`src/design/wea_pkg.sv`:
```
package wea_pkg;

   // register map, index of each register, byte address is 4 * index
   localparam int REG_ADDR_W = 4;
   localparam logic [1:0] REG_CHANNEL_COUNT     = 2'd0;
   localparam logic [1:0] REG_SAMPLES_PER_PIXEL = 2'd1;
   localparam logic [1:0] REG_AVERAGE_DIVISOR   = 2'd2;

   // field widths
   localparam int SAMPLE_W  = 16;
   localparam int LEVEL_W   = 15;
   localparam int CHAN_W    = 4;
   localparam int WIN_W     = 17;
   localparam int DIV_W     = 17;
   localparam int SUM_W     = 32;

   // build constants
   localparam int MAX_WINDOW_DEFAULT   = 65536;
   localparam int MAX_CHANNELS_DEFAULT = 8;
   localparam int QUEUE_DEPTH          = 2;

   // register reset values
   localparam logic [CHAN_W-1:0] CHANNEL_COUNT_RESET     = 4'd2;
   localparam logic [WIN_W-1:0]  SAMPLES_PER_PIXEL_RESET = 17'd1024;
   localparam logic [DIV_W-1:0]  AVERAGE_DIVISOR_RESET   = 17'd512;

   // configuration seen by the front end
   typedef struct packed {
      logic [CHAN_W-1:0] channel_count;
      logic [WIN_W-1:0]  samples_per_pixel;
      logic [DIV_W-1:0]  average_divisor;
   } wea_cfg_type;

   // one finished window waiting for its division
   typedef struct packed {
      logic [SUM_W-1:0] sum;
      logic [DIV_W-1:0] divisor;
   } wea_job_type;

   // back end divider states
   typedef enum logic [1:0] {
      BACK_IDLE,
      BACK_DIVIDE,
      BACK_HOLD
   } wea_back_state_type;

endpackage

```
`src/design/wea_front.sv`:
```
module wea_front #(
   parameter int MAX_CHANNELS = wea_pkg::MAX_CHANNELS_DEFAULT
) (
   input  logic                          clock,
   input  logic                          reset,
   input  wea_pkg::wea_cfg_type          cfg,
   input  logic                          in_valid,
   output logic                          in_ready,
   input  logic [wea_pkg::SAMPLE_W-1:0]  in_sample,
   input  logic                          in_start_new,
   input  logic                          queue_full,
   output logic                          push,
   output wea_pkg::wea_job_type          push_job
);
   import wea_pkg::*;

   localparam int PHASE_W = (MAX_CHANNELS > 1) ? $clog2(MAX_CHANNELS) : 1;
   localparam int CMP_W   = 6;

   logic [SUM_W-1:0]   sum_ff, sum_in;
   logic [WIN_W-1:0]   pos_ff, pos_in;
   logic [PHASE_W-1:0] phase_ff, phase_in;

   logic [CMP_W-1:0]   chans_eff;
   logic [WIN_W-1:0]   win_eff;
   logic [DIV_W-1:0]   div_eff;
   logic [SUM_W-1:0]   sum_cur, sum_add;
   logic [WIN_W-1:0]   pos_cur, pos_next;
   logic [PHASE_W-1:0] phase_cur;
   logic [PHASE_W:0]   phase_inc;
   logic [LEVEL_W-1:0] magnitude;
   logic               accept, window_done;

   assign in_ready = !queue_full;
   assign accept   = in_valid && in_ready;

   // clamp the register values into their legal ranges
   always_comb begin
      chans_eff = CMP_W'(cfg.channel_count);
      if (cfg.channel_count == '0) begin
         chans_eff = CMP_W'(1);
      end else if (CMP_W'(cfg.channel_count) > CMP_W'(MAX_CHANNELS)) begin
         chans_eff = CMP_W'(MAX_CHANNELS);
      end
      win_eff = cfg.samples_per_pixel;
      if (cfg.samples_per_pixel == '0) begin
         win_eff = WIN_W'(1);
      end else if (32'(cfg.samples_per_pixel) > 32'(MAX_WINDOW_DEFAULT)) begin
         win_eff = WIN_W'(MAX_WINDOW_DEFAULT);
      end
      div_eff = (cfg.average_divisor == '0) ? DIV_W'(1) : cfg.average_divisor;
   end

   // magnitude with the most negative sample saturated
   always_comb begin
      if (in_sample[SAMPLE_W-1]) begin
         if (in_sample[SAMPLE_W-2:0] == '0) begin
            magnitude = '1;
         end else begin
            magnitude = LEVEL_W'(-in_sample);
         end
      end else begin
         magnitude = in_sample[LEVEL_W-1:0];
      end
   end

   // window accumulation
   always_comb begin
      sum_cur   = in_start_new ? '0 : sum_ff;
      pos_cur   = in_start_new ? '0 : pos_ff;
      phase_cur = in_start_new ? '0 : phase_ff;

      sum_add   = (phase_cur == '0) ? sum_cur + SUM_W'(magnitude) : sum_cur;
      phase_inc = {1'b0, phase_cur} + 1'b1;
      pos_next  = pos_cur + 1'b1;
      window_done = (pos_next >= win_eff);

      sum_in   = sum_ff;
      pos_in   = pos_ff;
      phase_in = phase_ff;
      if (accept) begin
         if (window_done) begin
            sum_in   = '0;
            pos_in   = '0;
            phase_in = '0;
         end else begin
            sum_in   = sum_add;
            pos_in   = pos_next;
            phase_in = (CMP_W'(phase_inc) >= chans_eff) ? '0 : phase_inc[PHASE_W-1:0];
         end
      end
   end

   assign push             = accept && window_done;
   assign push_job.sum     = sum_add;
   assign push_job.divisor = div_eff;

   always_ff @(posedge clock) begin
      if (reset) begin
         sum_ff   <= '0;
         pos_ff   <= '0;
         phase_ff <= '0;
      end else begin
         sum_ff   <= sum_in;
         pos_ff   <= pos_in;
         phase_ff <= phase_in;
      end
   end

endmodule

```
`src/design/wea_queue.sv`:
```
module wea_queue (
   input  logic                 clock,
   input  logic                 reset,
   input  logic                 push,
   input  wea_pkg::wea_job_type push_job,
   output logic                 full,
   input  logic                 pop,
   output logic                 pop_valid,
   output wea_pkg::wea_job_type pop_job
);
   import wea_pkg::*;

   localparam int PTR_W = (QUEUE_DEPTH > 1) ? $clog2(QUEUE_DEPTH) : 1;
   localparam int CNT_W = $clog2(QUEUE_DEPTH + 1);

   wea_job_type      entry_ff [QUEUE_DEPTH];
   logic [PTR_W-1:0] wr_ptr_ff, wr_ptr_in;
   logic [PTR_W-1:0] rd_ptr_ff, rd_ptr_in;
   logic [CNT_W-1:0] count_ff, count_in;
   logic             do_push, do_pop;

   assign full      = (count_ff == CNT_W'(QUEUE_DEPTH));
   assign pop_valid = (count_ff != '0);
   assign pop_job   = entry_ff[rd_ptr_ff];
   assign do_push   = push && !full;
   assign do_pop    = pop && pop_valid;

   // pointer and fill count update
   always_comb begin
      wr_ptr_in = wr_ptr_ff;
      rd_ptr_in = rd_ptr_ff;
      count_in  = count_ff;
      if (do_push) begin
         wr_ptr_in = (wr_ptr_ff == PTR_W'(QUEUE_DEPTH - 1)) ? '0 : wr_ptr_ff + 1'b1;
      end
      if (do_pop) begin
         rd_ptr_in = (rd_ptr_ff == PTR_W'(QUEUE_DEPTH - 1)) ? '0 : rd_ptr_ff + 1'b1;
      end
      if (do_push && !do_pop) begin
         count_in = count_ff + 1'b1;
      end else if (do_pop && !do_push) begin
         count_in = count_ff - 1'b1;
      end
   end

   always_ff @(posedge clock) begin
      if (reset) begin
         wr_ptr_ff <= '0;
         rd_ptr_ff <= '0;
         count_ff  <= '0;
      end else begin
         wr_ptr_ff <= wr_ptr_in;
         rd_ptr_ff <= rd_ptr_in;
         count_ff  <= count_in;
      end
   end

   // entry storage, no reset needed
   always_ff @(posedge clock) begin
      if (do_push) begin
         entry_ff[wr_ptr_ff] <= push_job;
      end
   end

endmodule

```
`src/design/wea_back.sv`:
```
module wea_back (
   input  logic                         clock,
   input  logic                         reset,
   input  logic                         job_valid,
   input  wea_pkg::wea_job_type         job,
   output logic                         pop,
   output logic                         out_valid,
   input  logic                         out_ready,
   output logic [wea_pkg::LEVEL_W-1:0]  out_level
);
   import wea_pkg::*;

   localparam int STEP_W = $clog2(SUM_W);

   wea_back_state_type state_ff, state_in;
   logic [DIV_W-1:0]   rem_ff, rem_in;
   logic [SUM_W-1:0]   dvd_ff, dvd_in;
   logic [DIV_W-1:0]   divisor_ff, divisor_in;
   logic [STEP_W-1:0]  step_ff, step_in;
   logic               out_valid_ff, out_valid_in;
   logic [LEVEL_W-1:0] level_ff, level_in;

   logic [DIV_W:0]     trial;
   logic [DIV_W:0]     diff;
   logic               fits;
   logic               out_free;
   logic [SUM_W-1:0]   quotient;

   assign out_valid = out_valid_ff;
   assign out_level = level_ff;
   assign out_free  = !out_valid_ff || out_ready;

   // one restoring division step: shift in the next dividend bit
   assign trial = {rem_ff, dvd_ff[SUM_W-1]};
   assign diff  = trial - {1'b0, divisor_ff};
   assign fits  = (trial >= {1'b0, divisor_ff});

   always_comb begin
      state_in     = state_ff;
      rem_in       = rem_ff;
      dvd_in       = dvd_ff;
      divisor_in   = divisor_ff;
      step_in      = step_ff;
      level_in     = level_ff;
      out_valid_in = out_valid_ff && !out_ready;
      pop          = 1'b0;
      quotient     = dvd_ff;

      unique case (state_ff)
         BACK_IDLE: begin
            if (job_valid) begin
               pop        = 1'b1;
               rem_in     = '0;
               dvd_in     = job.sum;
               divisor_in = job.divisor;
               step_in    = '0;
               state_in   = BACK_DIVIDE;
            end
         end
         BACK_DIVIDE: begin
            rem_in   = fits ? diff[DIV_W-1:0] : trial[DIV_W-1:0];
            dvd_in   = {dvd_ff[SUM_W-2:0], fits};
            quotient = dvd_in;
            step_in  = step_ff + 1'b1;
            if (step_ff == STEP_W'(SUM_W - 1)) begin
               if (out_free) begin
                  out_valid_in = 1'b1;
                  level_in     = (quotient[SUM_W-1:LEVEL_W] != '0) ? '1
                                                               : quotient[LEVEL_W-1:0];
                  state_in     = BACK_IDLE;
               end else begin
                  state_in = BACK_HOLD;
               end
            end
         end
         BACK_HOLD: begin
            // quotient parked until the output register frees up
            if (out_free) begin
               out_valid_in = 1'b1;
               level_in     = (quotient[SUM_W-1:LEVEL_W] != '0) ? '1
                                                            : quotient[LEVEL_W-1:0];
               state_in     = BACK_IDLE;
            end
         end
         default: begin
            state_in = BACK_IDLE;
         end
      endcase
   end

   always_ff @(posedge clock) begin
      if (reset) begin
         state_ff     <= BACK_IDLE;
         out_valid_ff <= 1'b0;
      end else begin
         state_ff     <= state_in;
         out_valid_ff <= out_valid_in;
      end
   end

   // datapath registers, no reset needed
   always_ff @(posedge clock) begin
      rem_ff     <= rem_in;
      dvd_ff     <= dvd_in;
      divisor_ff <= divisor_in;
      step_ff    <= step_in;
      level_ff   <= level_in;
   end

endmodule

```
`src/design/waveform_envelope_averager_top.sv`:
```
// Mean-absolute envelope of the first channel of an interleaved signed 16-bit
// PCM stream. Every samples_per_pixel samples form a window; the magnitudes of
// every channel_count-th sample (starting at the window's first sample) are
// summed, and the sum divided by average_divisor gives one level, 0..32767,
// with 32767 meaning full scale. A set tuser bit on a sample restarts the
// window at that sample; a window never completed produces nothing. Samples
// are accepted one per clock while the queue is not full. Each finished
// window is handed through a two-entry queue to a bit-serial divider, which
// takes a new window only once it has finished the last one; while the
// queue is full the input is held off. Registers are written over the APB
// port at 0x0 (channel_count), 0x4 (samples_per_pixel) and 0x8
// (average_divisor) and should only be changed while the stream is idle.
module waveform_envelope_averager_top #(
   parameter int MAX_CHANNELS = wea_pkg::MAX_CHANNELS_DEFAULT
) (
   input  logic                            clock,
   input  logic                            reset,
   // sample stream
   input  logic                            req_tvalid,
   output logic                            req_tready,
   input  logic [15:0]                     req_tdata,   // [15:0] sample
   input  logic [0:0]                      req_tuser,   // [0] start_new
   // level stream
   output logic                            rsp_tvalid,
   input  logic                            rsp_tready,
   output logic [15:0]                     rsp_tdata,   // [14:0] level, [15] zero
   // register port
   input  logic                            csr_psel,
   input  logic                            csr_penable,
   input  logic                            csr_pwrite,
   input  logic [wea_pkg::REG_ADDR_W-1:0]  csr_paddr,
   input  logic [31:0]                     csr_pwdata,
   output logic [31:0]                     csr_prdata,
   output logic                            csr_pready
);
   import wea_pkg::*;

   logic [CHAN_W-1:0] channel_count_ff;
   logic [WIN_W-1:0]  samples_per_pixel_ff;
   logic [DIV_W-1:0]  average_divisor_ff;
   logic              csr_write;
   logic [1:0]        reg_index;

   wea_cfg_type        cfg;
   wea_job_type        push_job, pop_job;
   logic               push, pop, queue_full, pop_valid;
   logic [LEVEL_W-1:0] level;

   // register port
   assign csr_pready = 1'b1;
   assign csr_write  = csr_psel && csr_penable && csr_pwrite && csr_pready;
   assign reg_index  = csr_paddr[3:2];

   always_ff @(posedge clock) begin
      if (reset) begin
         channel_count_ff     <= CHANNEL_COUNT_RESET;
         samples_per_pixel_ff <= SAMPLES_PER_PIXEL_RESET;
         average_divisor_ff   <= AVERAGE_DIVISOR_RESET;
      end else if (csr_write) begin
         unique case (reg_index)
            REG_CHANNEL_COUNT:     channel_count_ff     <= csr_pwdata[CHAN_W-1:0];
            REG_SAMPLES_PER_PIXEL: samples_per_pixel_ff <= csr_pwdata[WIN_W-1:0];
            REG_AVERAGE_DIVISOR:   average_divisor_ff   <= csr_pwdata[DIV_W-1:0];
            default: begin
            end
         endcase
      end
   end

   // register readback
   always_comb begin
      unique case (reg_index)
         REG_CHANNEL_COUNT:     csr_prdata = 32'(channel_count_ff);
         REG_SAMPLES_PER_PIXEL: csr_prdata = 32'(samples_per_pixel_ff);
         REG_AVERAGE_DIVISOR:   csr_prdata = 32'(average_divisor_ff);
         default:               csr_prdata = '0;
      endcase
   end

   assign cfg.channel_count     = channel_count_ff;
   assign cfg.samples_per_pixel = samples_per_pixel_ff;
   assign cfg.average_divisor   = average_divisor_ff;

   wea_front #(
      .MAX_CHANNELS (MAX_CHANNELS)
   ) u_front (
      .clock        (clock),
      .reset        (reset),
      .cfg          (cfg),
      .in_valid     (req_tvalid),
      .in_ready     (req_tready),
      .in_sample    (req_tdata[SAMPLE_W-1:0]),
      .in_start_new (req_tuser[0]),
      .queue_full   (queue_full),
      .push         (push),
      .push_job     (push_job)
   );

   wea_queue u_queue (
      .clock     (clock),
      .reset     (reset),
      .push      (push),
      .push_job  (push_job),
      .full      (queue_full),
      .pop       (pop),
      .pop_valid (pop_valid),
      .pop_job   (pop_job)
   );

   wea_back u_back (
      .clock     (clock),
      .reset     (reset),
      .job_valid (pop_valid),
      .job       (pop_job),
      .pop       (pop),
      .out_valid (rsp_tvalid),
      .out_ready (rsp_tready),
      .out_level (level)
   );

   assign rsp_tdata = {1'b0, level};

endmodule

```
`config.mk`:
```
export PLATFORM = sky130hd
export DESIGN_NAME = waveform_envelope_averager_top
export DESIGN_NICKNAME = d
export VERILOG_FILES = /design/src/design/wea_pkg.sv /design/src/design/wea_front.sv /design/src/design/wea_queue.sv /design/src/design/wea_back.sv /design/src/design/waveform_envelope_averager_top.sv
export SDC_FILE = /design/constraint.sdc
export NUM_CORES = 1
export LEC_CHECK = 0
export BUFFER_PORTS_ARGS = -buffer_cell sky130_fd_sc_hd__buf_2
export CELL_PAD_IN_SITES_DETAIL_PLACEMENT = 1
export CELL_PAD_IN_SITES_GLOBAL_PLACEMENT = 1
export CORE_ASPECT_RATIO = 0.8
export CORE_MARGIN = 4
export CORE_UTILIZATION = 36
export CTS_CLUSTER_DIAMETER = 120
export DETAILED_ROUTE_END_ITERATION = 10
export PLACE_DENSITY = 0.69
export SYNTH_ARGS = -nofsm -noshare
export SYNTH_HDL_FRONTEND = slang
export SYNTH_SLANG_ARGS = --single-unit
```
`constraint.sdc`:
```
create_clock -name clock -period 24.1 [get_ports clock]
set_input_delay 3.615 -clock clock [delete_from_list [all_inputs] [get_ports clock]]
set_output_delay 3.615 -clock clock [all_outputs]
set_load 0.01 [all_outputs]
```
# Word-level counts from Yosys, hierarchy flattened
# Memory sizes are Yosys's and may differ from the RTL's. A register that Yosys moved wholly into a read port is not among the register bits.
# Cells that the tools add are included.
word_totals:
  word_cells: 124
  memories: 1
  out_inout_bits: 51
  inputBits: 60
  register_bits: 183
  mem_bits_rw: 98
classes:
  order_cmp: 5
  n_reduce_logical: 35
  addsub: 10
  n_eq_ne: 10
  muxes: 47
memory_table:
  columns: ["memory", "words", "width", "read_ports", "rd_ports_with_merged_regs", "wr", "line", "text"]
  rows:
  - ["u_queue.entry_ff", 2, 49, 1, 1, 1, "wea_queue.sv:16", "wea_job_type entry_ff [QUEUE_DEPTH];"]
ops:
  columns: ["op", "count"]
  rows:
  - ["2-to-1 mux 32 bit", 4]
  - ["2-to-1 mux 17 bit", 7]
  - ["2-to-1 mux 15 bit", 7]
  - ["case mux 32 bit (2 select lines)", 1]
  - ["case mux 17 bit (3 select lines)", 1]
  - ["zero test 17 bit", 2]
  - ["case mux 17 bit (2 select lines)", 1]
  - ["nonzero test 17 bit", 2]
  - ["adder 32 x 15 -> 32 bit", 1]
  - ["case mux 15 bit (2 select lines)", 1]
  - ["greater-or-equal comparator 18 x 17 -> 1 bit", 1]
  - ["adder 17 x 1 -> 17 bit (second input constant)", 1]
  - ["greater-or-equal comparator 17 bit", 1]
  - ["greater-than comparator 17 bit (second input constant)", 1]
  - ["subtractor 17 bit", 1]
  - ["zero test 15 bit", 1]
  - ["negator 15 bit", 1]
  - ["2-to-1 mux 2 bit", 6]
  - ["2-to-1 mux 1 bit", 10]
  - ["case mux 5 bit (2 select lines)", 1]
  - ["AND reduction 2 bit", 5]
  - ["logical AND 1 bit", 9]
  - ["2-to-1 mux 3 bit", 3]
  - ["nonzero test 2 bit", 4]
  - ["other kinds (24)", 35]

# Depth between registers and ports, before layout
logic_depth:
  ltp_word: 10
  ltp_mapped: 23
  ltp_nobuf: 19

# Hierarchy
# A second synthesis with hierarchy kept.
unflattened:
  cells_unflattened: 1433
  area_unflattened_um2: 15364.7
by_module_without_submodules:
  columns: ["module", "instances", "seq_area_each_um2", "area_each_um2", "cells_each"]
  rows:
  - ["wea_front", 1, 1041.0, 4986.0, 689]
  - ["wea_back", 1, 2642.5, 4683.2, 367]
  - ["wea_queue", 1, 3042.9, 3748.6, 177]
  - ["waveform_envelope_averager_top", 1, 760.7, 1946.9, 200]

# Worst setup path before layout
# Ideal clock, no wire load.
synth_timing:
  path_type: "input -> register"
  startpoint: "input port req_tuser"
  endpoint: "memory u_queue.entry_ff[0][0] (netlist bit), enable pin"
  n_path_buf: 5
  path_stages: 20
  t_arrival_ps: 10625
  required_ps: 23584
  setup_ps: 516
  setup_slack_ps: 12959
  cell_sequence: "clkbuf_1 buf_1 clkbuf_1 nor2b_1 ha_1 nand2_1 nor4b_1 and3_1 nand3_1 xor2_1 nor2_1 ha_1 nand4_1 or2_2 nor4_1 a211oi_1 and3_1 clkbuf_1 buf_1 nor3_1"
synth_between:
  elab_chain_cells: 7
synth_lines:
  columns: ["item", "line", "text"]
  rows:
  - ["start: declaration", "waveform_envelope_averager_top.sv:22", "input logic [0:0] req_tuser,"]
  - ["2-to-1 mux 17 bit", "wea_front.sv:70", "pos_cur = in_start_new ? '0 : pos_ff;"]
  - ["adder 17 x 1 -> 17 bit", "wea_front.sv:75", "pos_next = pos_cur + 1'b1;"]
  - ["greater-or-equal comparator 17 bit", "wea_front.sv:76", "window_done = (pos_next >= win_eff);"]
  - ["logical AND 1 bit", "wea_front.sv:94", "assign push = accept && window_done;"]
  - ["logical AND 1 bit", "wea_queue.sv:25", "assign do_push = push && !full;"]
  - ["2-to-1 mux 1 bit", "wea_queue.sv:60", "if (do_push) begin"]
  - ["2-to-1 mux 1 bit (not written as such)", "wea_queue.sv:61", "entry_ff[wr_ptr_ff] <= push_job;"]
  - ["end: declaration", "wea_queue.sv:16", null]
# No other way between the ends.

# Worst setup path after layout
layout_timing:
  startpoint: "input port csr_paddr[2] (netlist bit)"
  endpoint: "output port csr_prdata[12]"
layout_between:
  elab_chain_cells: 2
  elab_cells_between_ends: 4
  cone_classes: "eq/ne (2); mux (1); reduce/logical (1)"
layout_lines:
  columns: ["item", "line", "text"]
  rows:
  - ["start: declaration", "waveform_envelope_averager_top.sv:31", "input logic [wea_pkg::REG_ADDR_W-1:0] csr_paddr,"]
  - ["equality test 2 bit, or another cell as far along", "waveform_envelope_averager_top.sv:72", "unique case (reg_index)"]
  - ["case mux 17 bit (3 select lines) *", "waveform_envelope_averager_top.sv:72", null]
  - ["end: declaration", "waveform_envelope_averager_top.sv:33", "output logic [31:0] csr_prdata,"]
# Mark *: on every way between the ends. The rest lies on a longest branch, timed or not.

==> results.md <==
* Mapped Cells at 1493
* Post-synth EDFFs at roughly 180
* Initial Utilization at a little over a third
* Fin. Hold Viols at 0
* Syn Std Cell Area at approximately 0.015 sq mm
* Core Rows at 66
* Clk pin slew, worst setup/hold paths at about 0.060 ns
* Synth warn at 0
* Ys flop type: edfxtp_1
* Global routing usage on met1 at about a quarter
* Post-route cell area at approximately 0.017 sq mm
* Routed vias/inst at approximately 5.4
* Commonest non-fill, non-tap cell in the layout: nand2_1
* Root buffer selected by CTS: clkbuf_16
* Core area at ~0.041 sq mm
* Pleak at roughly 6.1 nW
* RSZ-0062 raised after global routing: no
* Share of cells above drive strength 1 at a little under an eighth
* Largest net degree at the start of global routing at 90
* Drt pass-1 iters at 6
* Critical Path Sink Type: output port
* First-pass GRT wire length at 63100 microns
* Slowest stage cell, crit path: nor2b_1
* PD cells at 97.1 mW/mm^2
* Gr usage total at between 15 and 20%
* Postcts setup bufs at 0
* M3 GR Usage at 2.20%
* Crit Path Class: in -> out
* Fillers at about 4600
* Worst EP required at slightly above 20 ns
* Vias in the first global route at approximately 11000
* RePlAce Congestion at 0.812
* # DRC at 0
* GR peak layer: met2
* Area growth syn-to-layout at 12.0%
* ANT nets after route at 0
* #FFs+latches synth at 282
* Post-synthesis sequential area ratio at 50.4%
* Status: complete, no violations
* Post-synth ARST share at 0%
* Vias after detailed routing at around 11000
* Worst rel slew slack at 22.1%
* CTS Hold Bufs at 0
* DR iter-0 viols at between 700 and 800
* Total negative slack at 0 ns
* CP cell instances: buf_2 > nor2b_1 > a22o_1 > buf_2
* Post-DP Area at roughly 0.016 sq mm
* Max clock buf depth at 3
* VDD IR max at between 50 and 60 uV
* CTS tree: built
* Die X at between 200 and 250 microns
* DIE AREA at 0.0446 sq mm
* Pins Over Slew Limit at 0
* Period Utilization, post-route at between 30% and 40%
* Drt wl/cell at ~19 microns
* Skew-Pair Late Insertion Delay at a little under 0.6 ns
* H-tree levels at 1
* CP Launch Type: input port
* Final wirelength at roughly 40000 microns
* IO Pins at 111
* Critical Path Fanout Max at 14
* Most frequent cells in the layout: nand2_1 (228), edfxtp_1 (184), dfxtp_1 (97), nor2_1 (96), a21oi_1 (91)
* Grt total ovfl at 0
* Detailed Place HPWL at about 27000 microns
* Fin nets at around 1700
* Final Skew at around 0.0086 ns
* F_max at 0.113 GHz
* Clock sinks at 282
* Initial antenna violation count at 0
* Post_cts resized at 0
* TritonCTS buffer count at 31
* Max cap viols at 0
* Endpoints failing setup at 0
* Port Buffer Count at 76
* Synth Area per Inst at 9.96 sq um
* Synth cell types at 70
* Min Tclk post-route at 8.85 ns
* CP most frequent cell: buf_2
* Met2 Resource Use GR at 27.0%
* Worst slew pin tran at between 1 and 1.5 ns
* Max incr delay on CP at approximately 0.94 ns
* HP Class: reg -> reg
* Arrival time worst endpoint at approximately 5.2 ns
* Die height at between 150 and 200 microns
worst paths after layout:
kind | start | to | slack, ns | cells past startpoint
setup / recovery | csr_paddr[2] | csr_prdata[12] | 15.25 | 4
hold / removal | u_front.sum_ff[2]$_SDFFE_PP0P_ | u_front.sum_ff[2]$_SDFFE_PP0P_ | 0.45 | 2
setup reg to reg | u_front.pos_ff[0]$_SDFFE_PP0P_ | u_queue.entry_ff[1][27]$_DFFE_PP_ | 18.86 | 16
hold reg to reg | u_front.sum_ff[2]$_SDFFE_PP0P_ | u_front.sum_ff[2]$_SDFFE_PP0P_ | 0.45 | 2
per-layer routing:
metal	up-vias	share of wire [%]
li1	5453	-
met1	5592	49
met2	187	45
met3	52	3.8
met4	0	1.7
met5	-	0
where the power goes:
part / internal [mW] / switching, mW
clock: 0.264 / 0.198
combinational: 0.187 / 0.299
sequential: 0.619 / 0.0496
total: 1.07 / 0.547
worst max-delay path: cells and delay by family:
kind                   cells  cell delay (ns)
AO/OA/AOI/OAI              1             0.32
AND/OR/NAND/NOR            1             0.94
buffers and inverters      2             0.34
sequential cells by signal, summed over array words and instances (netlist names), named ones only:
signal and count:
u_front.phase_ff 3, u_back.dvd_ff 32, u_front.sum_ff 32, u_back.divisor_ff 17
u_queue.wr_ptr_ff 1, u_back.out_level 15, u_back.out_valid 1, u_back.rem_ff 17
u_back.step_ff 5, u_queue.count_ff 2, u_back.state_ff 2, samples_per_pixel_ff 17
average_divisor_ff 17, u_queue.entry_ff 98, channel_count_ff 4, u_front.pos_ff 17
u_queue.rd_ptr_ff 1
synth_stat cells, drive strengths merged (8+ instances only):
| master | n | area, sq um |
|---|---|---|
| and3 | 14 | 92.6 |
| a22o | 20 | 175 |
| and2 | 10 | 62.6 |
| dfxtp | 98 | 1960 |
| xor2 | 24 | 210 |
| nor2b | 32 | 200 |
| nand2 | 228 | 856 |
| a21o | 25 | 188 |
| nor3 | 21 | 110 |
| nor4 | 19 | 119 |
| o21a | 9 | 67.6 |
| or3 | 13 | 81.3 |
| a22oi | 8 | 60.1 |
| inv | 44 | 165 |
| or4 | 10 | 78.8 |
| a211oi | 12 | 90.1 |
| mux2 | 24 | 270 |
| nand2b | 8 | 50.1 |
| o22a | 14 | 123 |
| clkbuf | 78 | 293 |
| nor2 | 96 | 360 |
| buf | 26 | 175 |
| nand3 | 58 | 290 |
| mux2i | 52 | 521 |
| edfxtp | 184 | 5530 |
| xnor2 | 31 | 272 |
| nand4 | 15 | 93.8 |
| ha | 63 | 788 |
| a31oi | 10 | 62.6 |
| o21ai | 77 | 389 |
| a21oi | 92 | 472 |
logic make-up (layout without fill, tap and decap cells):
family | count (synthesis) | in the layout | share of synthesized area, %
AOI/OAI and AO/OA | 321 | 321 | 14.1
xor gates and xnor gates | 55 | 55 | 3.24
adders and majority gates | 65 | 65 | 5.57
buffers and inverters | 149 | 194 | 4.28
DFF | 282 | 282 | 50.4
muxes | 76 | 76 | 5.32
other | 2 | 19 | 0.0505
and+or+nand+nor | 543 | 543 | 17.1
through the flow:
| step | setup WS (ns) | hold slack (ns) | power, mW | util (%) | std cells |
|---|---|---|---|---|---|
| final | 15.25 | 0.453 | 1.62 | 40.9 | 2099 |
| after floorplan | 12.96 | 0.425 | 1.03 | - | 1508 |
| after global routing | 15.19 | 0.484 | 1.72 | 40.9 | 2097 |
| after CTS | 15.33 | 0.461 | 1.63 | 40.9 | 2097 |
| after global placement | 15.18 | 0.435 | 1.14 | 38.5 | 2039 |
| after detailed placement | 15.18 | 0.452 | 1.16 | 38.5 | 2039 |
cell type report:
cell class / instances / area [sq um] / area share (%)
diodes: 2 / 5.00 / 0.0301
clock buffers: 45 / 880 / 5.28
clock inverters: 13 / 108 / 0.646
inverters: 45 / 169 / 1.01
multi-input cells: 1077 / 6830 / 41.0
flip-flops and latches: 282 / 7490 / 45.0
well taps: 544 / 681 / 4.09
repair buffers: 91 / 493 / 2.96
Power figures use the tool's default switching activity.
